**config.mk**
```make
export PLATFORM = sky130hd
export DESIGN_NAME = bounded_deque_with_cursor_top
export DESIGN_NICKNAME = d
export VERILOG_FILES = /design/src/rtl/dqc_pkg.sv /design/src/rtl/dqc_cell.sv /design/src/rtl/dqc_ctrl.sv /design/src/rtl/dqc_outbuf.sv /design/src/rtl/bounded_deque_with_cursor_top.sv
export SDC_FILE = /design/constraint.sdc
export NUM_CORES = 2
export LEC_CHECK = 0
export CAP_MARGIN = 30
export CORE_AREA = 3 3 320 322
export DETAILED_ROUTE_END_ITERATION = 7
export DIE_AREA = 0 0 323 325
export DONT_BUFFER_PORTS = 1
export GPL_ROUTABILITY_DRIVEN = 1
export GPL_TIMING_DRIVEN = 0
export SLEW_MARGIN = 20
export SYNTH_ARGS = -nofsm -noshare
export SYNTH_HDL_FRONTEND = slang
export SYNTH_SLANG_ARGS = --single-unit
```
**constraint.sdc**
```tcl
create_clock -name clk -period 9.64 [get_ports clk]
set_clock_uncertainty 0.1 [all_clocks]
set_input_delay 1.446 -clock clk [delete_from_list [all_inputs] [get_ports clk]]
set_output_delay 1.446 -clock clk [all_outputs]
set_load 0.05 [all_outputs]
```
**src/rtl/dqc_pkg.sv**
```systemverilog
package dqc_pkg;

  localparam int ValueWidth = 32;

  localparam logic [2:0] MODE_PUSH_FRONT = 3'd0;
  localparam logic [2:0] MODE_PUSH_BACK  = 3'd1;
  localparam logic [2:0] MODE_POP_FRONT  = 3'd2;
  localparam logic [2:0] MODE_REWIND     = 3'd3;
  localparam logic [2:0] MODE_ADVANCE    = 3'd4;
  localparam logic [2:0] MODE_WRITE      = 3'd5;

  localparam logic [1:0] ST_OK    = 2'd0;
  localparam logic [1:0] ST_FULL  = 2'd1;
  localparam logic [1:0] ST_EMPTY = 2'd2;
  localparam logic [1:0] ST_DONE  = 2'd3;

  // shift command broadcast to every cell of the row
  typedef struct packed {
    logic shr;  // push front: every element moves one cell toward the back
    logic shl;  // pop front: every element moves one cell toward the front
  } dqc_shift_t;

  typedef struct packed {
    logic [1:0]             status;
    logic                   traversal_done;
    logic [4:0]             element_count;
    logic [ValueWidth-1:0]  cursor_value;
    logic [ValueWidth-1:0]  front_value;
  } dqc_result_t;

endpackage

```
**src/rtl/dqc_cell.sv**
```systemverilog
module dqc_cell (
  input  logic                    clk,
  input  dqc_pkg::dqc_shift_t     shift,
  input  logic                    we,
  input  logic [31:0]             wdata,
  input  logic [31:0]             left_q,
  input  logic [31:0]             right_q,
  output logic [31:0]             d,
  output logic [31:0]             q
);
  import dqc_pkg::*;

  always_comb begin
    if (we) begin
      d = wdata;
    end else if (shift.shr) begin
      d = left_q;
    end else if (shift.shl) begin
      d = right_q;
    end else begin
      d = q;
    end
  end

  always_ff @(posedge clk) begin
    q <= d;
  end

endmodule

```
**src/rtl/dqc_ctrl.sv**
```systemverilog
module dqc_ctrl #(
  parameter int DEPTH = 16,
  parameter int IW    = $clog2(DEPTH),
  parameter int CW    = $clog2(DEPTH + 1)
) (
  input  logic                 clk,
  input  logic                 rst,
  input  logic                 accept,
  input  logic [2:0]           mode,
  output dqc_pkg::dqc_shift_t  shift,
  output logic                 we,
  output logic [IW-1:0]        widx,
  output logic [1:0]           status,
  output logic [CW-1:0]        count_next,
  output logic [IW-1:0]        cur_next,
  output logic                 active_next
);
  import dqc_pkg::*;

  // cursor is held as an offset from the front of the list
  logic [CW-1:0] count;
  logic [IW-1:0] cur;
  logic          active;
  logic          full;
  logic          empty;

  assign full  = (count == CW'(DEPTH));
  assign empty = (count == '0);

  always_comb begin
    shift       = '0;
    we          = 1'b0;
    widx        = cur;
    status      = ST_OK;
    count_next  = count;
    cur_next    = cur;
    active_next = active;
    case (mode)
      MODE_PUSH_FRONT: begin
        if (full) begin
          status = ST_FULL;
        end else begin
          shift.shr  = 1'b1;
          count_next = count + 1'b1;
          if (active) begin
            cur_next = cur + 1'b1;
          end
        end
      end
      MODE_PUSH_BACK: begin
        if (full) begin
          status = ST_FULL;
        end else begin
          we         = 1'b1;
          widx       = count[IW-1:0];
          count_next = count + 1'b1;
        end
      end
      MODE_POP_FRONT: begin
        if (empty) begin
          status = ST_EMPTY;
        end else begin
          shift.shl  = 1'b1;
          count_next = count - 1'b1;
          if (active) begin
            if (cur == '0) begin
              if (count == CW'(1)) begin
                active_next = 1'b0;
              end
            end else begin
              cur_next = cur - 1'b1;
            end
          end
        end
      end
      MODE_REWIND: begin
        cur_next    = '0;
        active_next = !empty;
      end
      MODE_ADVANCE: begin
        if (!active) begin
          status = ST_DONE;
        end else if ((CW'(cur) + 1'b1) >= count) begin
          active_next = 1'b0;
        end else begin
          cur_next = cur + 1'b1;
        end
      end
      MODE_WRITE: begin
        if (!active) begin
          status = ST_DONE;
        end else begin
          we = 1'b1;
        end
      end
      default: begin
      end
    endcase
    if (!accept) begin
      shift = '0;
      we    = 1'b0;
    end
  end

  always_ff @(posedge clk) begin
    if (rst) begin
      count  <= '0;
      cur    <= '0;
      active <= 1'b0;
    end else if (accept) begin
      count  <= count_next;
      cur    <= cur_next;
      active <= active_next;
    end
  end

`ifndef SYNTH
  a_count_bound: assert property (@(posedge clk) disable iff (rst)
    count <= CW'(DEPTH))
    else $error("element count beyond depth");

  a_cursor_in_list: assert property (@(posedge clk) disable iff (rst)
    active |-> (CW'(cur) < count))
    else $error("cursor past end of list while active");

  a_full_push_holds: assert property (@(posedge clk) disable iff (rst)
    (accept && full && (mode == MODE_PUSH_FRONT || mode == MODE_PUSH_BACK))
    |=> $stable(count) && $stable(cur))
    else $error("push on full list changed state");

  a_empty_clears_cursor: assert property (@(posedge clk) disable iff (rst)
    (count == '0) |-> !active)
    else $error("cursor active on empty list");
`endif

endmodule

```
**src/rtl/dqc_outbuf.sv**
```systemverilog
module dqc_outbuf (
  input  logic                  clk,
  input  logic                  rst,
  input  logic                  load,
  input  dqc_pkg::dqc_result_t  res,
  output logic                  space,
  output logic                  m_tvalid,
  input  logic                  m_tready,
  output dqc_pkg::dqc_result_t  m_res
);
  import dqc_pkg::*;

  dqc_result_t skid;
  logic        skid_valid;
  logic        pop;

  assign pop   = m_tvalid && m_tready;
  assign space = !skid_valid;

  always_ff @(posedge clk) begin
    if (rst) begin
      m_tvalid   <= 1'b0;
      skid_valid <= 1'b0;
    end else begin
      if (load) begin
        if (!m_tvalid || pop) begin
          m_res    <= res;
          m_tvalid <= 1'b1;
        end else begin
          skid       <= res;
          skid_valid <= 1'b1;
        end
      end else if (pop) begin
        if (skid_valid) begin
          m_res      <= skid;
          skid_valid <= 1'b0;
        end else begin
          m_tvalid <= 1'b0;
        end
      end
    end
  end

endmodule

```
**src/rtl/bounded_deque_with_cursor_top.sv**
```systemverilog
// A result beat is registered in the output buffer when its input beat is taken.
// Throughput: one input beat per cycle while the output buffer has space; a row
//   of cells shifts the whole list at once on every push front or pop front.
// A two-entry output buffer lets input continue while one result waits.
// Reset (rst, synchronous, active high) empties the list and ends the traversal;
//   cell contents are left as they are.
module bounded_deque_with_cursor_top #(
  parameter int DEPTH = 16
) (
  input  logic        clk,
  input  logic        rst,
  input  logic        s_tvalid,
  output logic        s_tready,
  input  logic [39:0] s_tdata,   // mode[2:0], value[34:3], zero pad
  output logic        m_tvalid,
  input  logic        m_tready,
  output logic [71:0] m_tdata    // front_value, cursor_value, element_count,
                                 // traversal_done, status
);
  import dqc_pkg::*;

  localparam int IW = $clog2(DEPTH);
  localparam int CW = $clog2(DEPTH + 1);

  logic              accept;
  logic [2:0]        mode;
  logic [31:0]       value;
  dqc_shift_t        shift;
  logic              we;
  logic [IW-1:0]     widx;
  logic [1:0]        status;
  logic [CW-1:0]     count_next;
  logic [IW-1:0]     cur_next;
  logic              active_next;
  logic [31:0]       cell_d [DEPTH];
  logic [31:0]       cell_q [DEPTH];
  dqc_result_t       res;
  dqc_result_t       m_res;
  logic              space;

  assign mode   = s_tdata[2:0];
  assign value  = s_tdata[34:3];
  assign accept = s_tvalid && s_tready;
  assign s_tready = space;

  dqc_ctrl #(.DEPTH(DEPTH), .IW(IW), .CW(CW)) u_ctrl (
    .clk         (clk),
    .rst         (rst),
    .accept      (accept),
    .mode        (mode),
    .shift       (shift),
    .we          (we),
    .widx        (widx),
    .status      (status),
    .count_next  (count_next),
    .cur_next    (cur_next),
    .active_next (active_next)
  );

  // cell 0 holds the front; push front feeds the value in from the left
  for (genvar i = 0; i < DEPTH; i++) begin : g_cell
    logic [31:0] left_q;
    logic [31:0] right_q;
    if (i == 0) begin : g_first
      assign left_q = value;
    end else begin : g_mid
      assign left_q = cell_q[i-1];
    end
    if (i == DEPTH - 1) begin : g_last
      assign right_q = '0;
    end else begin : g_inner
      assign right_q = cell_q[i+1];
    end
    dqc_cell u_cell (
      .clk     (clk),
      .shift   (shift),
      .we      (we && (widx == IW'(i))),
      .wdata   (value),
      .left_q  (left_q),
      .right_q (right_q),
      .d       (cell_d[i]),
      .q       (cell_q[i])
    );
  end

  always_comb begin
    res.front_value    = (count_next != '0) ? cell_d[0] : '0;
    res.cursor_value   = active_next ? cell_d[cur_next] : '0;
    res.element_count  = 5'(count_next);
    res.traversal_done = !active_next;
    res.status         = status;
  end

  dqc_outbuf u_outbuf (
    .clk      (clk),
    .rst      (rst),
    .load     (accept),
    .res      (res),
    .space    (space),
    .m_tvalid (m_tvalid),
    .m_tready (m_tready),
    .m_res    (m_res)
  );

  assign m_tdata = {m_res.status, m_res.traversal_done, m_res.element_count,
                    m_res.cursor_value, m_res.front_value};

endmodule
```
==> results.md <==
* Type of origin of the critical path: flip-flop
* Clock insertion delay at the later pin of the skew report at 0.69 ns
* Cts repair resizes at 0
* Highest Clock Rate at 152.2 MHz
* Pleak at 18.51 nW
* Vias at about 42,000
* Slew Limit Fails at 0
* Nets@finish at between 5,000 and 6,000
* Initial antenna violation count at 9
* Crit end category: flip-flop
* RePlAce Congestion at 1.073
* Synth top area share at 0.2640
* Post-synth net total at 4,933
* Async SR Flop Fraction at 0
* Area delta synth->final at 11.96%
* Ys Warns at 0
* Post-Syn Instances at 4,879
* Cell taking the most area after synthesis: dfxtp_1
* Vias in the first global route at 40,370
* RSZ-0062 raised after global routing: no
* Most common cell after layout, fill and taps aside: nand2_1
* Power per cell area at 270.7 mW/mm^2
* Drt drc at 2
* Seq/Total Area, Yosys at 0.3728
* DRT Pass-1 Iters at 8
* Syn Area/Cell at a little over 8 um^2
* Post-DP HPWL at 163,600 um
* Peak VDD IR at 151.3 uV
* Final hold viol count at 0
* # port buffers at 0
* Area contributors post-synth: dfxtp_1, edfxtp_1, nand2_1
* Worst Reg2Reg Path Length in Cells at 15
* Starting DRT DRC Count at roughly 6,400
* Global-route wire length before repair at between 200,000 and 300,000 um
* Num ports at 118
* Slew headroom at 0.2110
* Final Critical Period at 6.569 ns
* Commonest cells after routing, fill and taps aside: nand2_1, dfxtp_1, nor2_1
* Post-synth EDFFs at 144
* Layout cells sized above 1 at 0.09410
* Primary FF master, synth: dfxtp_1
* Initial Util at 0.3980
* Number of synthesized register bits at 668
* H-tree lvl count at 3
* Num rows at ~120
* Overall Global Routing Usage at 0.3853
* CP Class: flip-flop to flip-flop
* Clock-pin transition on the worst setup and hold timing paths at 0.06 ns
* Period Utilization, post-route at 0.6815
* Total Routed Length at 210,200 um
* Synth Cell Area at slightly below 0.04 mm^2
* CTS Buffer Depth at 3
* Clock Tree Root: clkbuf_16
* Hold Slack at between 0.4 and 0.5 ns
* Status: complete, but fails checks
* Cts hold-fix bufs at 0
* Number of CTS-inserted buffers at 79
* Hold path cells at 2
* Pre-CTS WS at 2.856 ns
* WP data arrival at a little under 7 ns
* Netlist cell types at 88
* Setup ws final at 3.071 ns
* Core area at 0.09986 mm^2
* Overflow after GRT at 0
* Max_cap viols at 0
* DRT antenna net count at 0
* Final core utilization at 0.4456
* Routed wire per std cell at 32.99 um
* Failing checks: DRC
* DIE HEIGHT at 325 um
* Pwr Total at 0.01204 W
* Die area at between 0.1 and 0.15 mm^2
* Worst reg2reg setup slack at 3.07 ns
* Worst min-delay path class: flip-flop to flip-flop
* Die width at 323 um
* CP Max Fanout at 10
* Slew @ Worst Pin at 1.184 ns
* Vias per cell at 6.603
* # setup viols final at 0
* Req. time, crit path at 9.95 ns
* Post-CTS setup buffers at 0
* Clock Sinks at 668
* Largest net degree at the start of global routing at 17
* TritonCTS clock tree: done
## registers in the layout, indices dropped and copies added (netlist names)
name                 count
u_outbuf.skid           72
u_ctrl.active            1
u_outbuf.skid_valid      1
u_ctrl.count             5
u_ctrl.cur               4
u_outbuf.m_tvalid        1
u_outbuf.m_res          72
g_cell.u_cell.q        512
## path summary, 6_finish.rpt
kind,startpoint,end
worst max-delay path,u_ctrl.cur[0],u_outbuf.m_res[36]
worst min-delay path,u_outbuf.skid[11],u_outbuf.m_res[11]
worst max register to register,u_ctrl.cur[0],u_outbuf.m_res[36]
worst min register to register,u_outbuf.skid[11],u_outbuf.m_res[11]
## per-layer routing
layer | global-route usage | vias to the layer above | routed length, um
li1 | - | 18260 | -
met1 | 0.4818 | 20030 | 79560
met2 | 0.5642 | 3069 | 87930
met3 | 0.1302 | 721 | 27190
met4 | 0.2455 | 2 | 15400
met5 | 0.007870 | - | 126
## critical path, cell delays in order, from the launching register on
cell	delay, ns
dfxtp_1	0.36
clkbuf_1	0.48
inv_1	0.17
ha_1	0.45
ha_1	0.22
a21o_1	0.17
a31oi_1	0.20
o21ai_0	0.32
a311o_1	0.48
buf_2	0.28
a22oi_1	0.93
clkbuf_1	0.76
a22oi_1	0.21
o2111ai_1	0.19
o211ai_1	0.40
o31ai_1	0.57
## cells in the mapped netlist (86+ instances only)
cell and instances:
a311oi_1 165, a211o_1 90, a31oi_1 135, dfxtp_1 524, clkbuf_1 394, nand2_1 902, o31ai_1 124, nand4_1 90
a21o_1 197, nand3_1 222, o211ai_1 101, edfxtp_1 144, buf_2 96, a22o_1 93, nor4_1 89, a21oi_1 86
inv_1 91, nor2_1 428, o21ai_0 105, mux2_2 131
## power breakdown
group	total [W]	internal, W	switching [W]
registers	0.00496	0.00392	0.00104
clock network	0.00312	0.00174	0.00137
logic	0.00397	0.00166	0.00231
total	0.0120	0.00732	0.00473
## logic make-up after synthesis
kind of cell | synth area share
flip-flops | 0.3728
AND/OR/NAND/NOR | 0.2113
buffers and inverters | 0.06527
XOR/XNOR | 0.0008817
adder cells (fa/ha/maj) | 0.003148
multiplexers | 0.05576
AO/OA/AOI/OAI | 0.2909
## per-stage QoR
step,cells,setup TNS (ns),area [um^2]
floorplan,4879,0,39750
global placement,6177,-445.64,41370
detailed placement,6207,0,41760
CTS,6354,0,44350
global route,6367,0,44480
finish,6372,0,44500
## layout make-up
cell class	instances	area, um^2
fillers	9980	55360
multi-input cells	3559	22380
flip-flops and latches	668	14810
plain buffers	560	2255
clock buffers	105	2186
well taps	1298	1624
repair buffers	43	471.7
clock inverters	42	404.1
inverters	92	345.3
diodes	5	12.51
(Power assumes the default switching activity.)
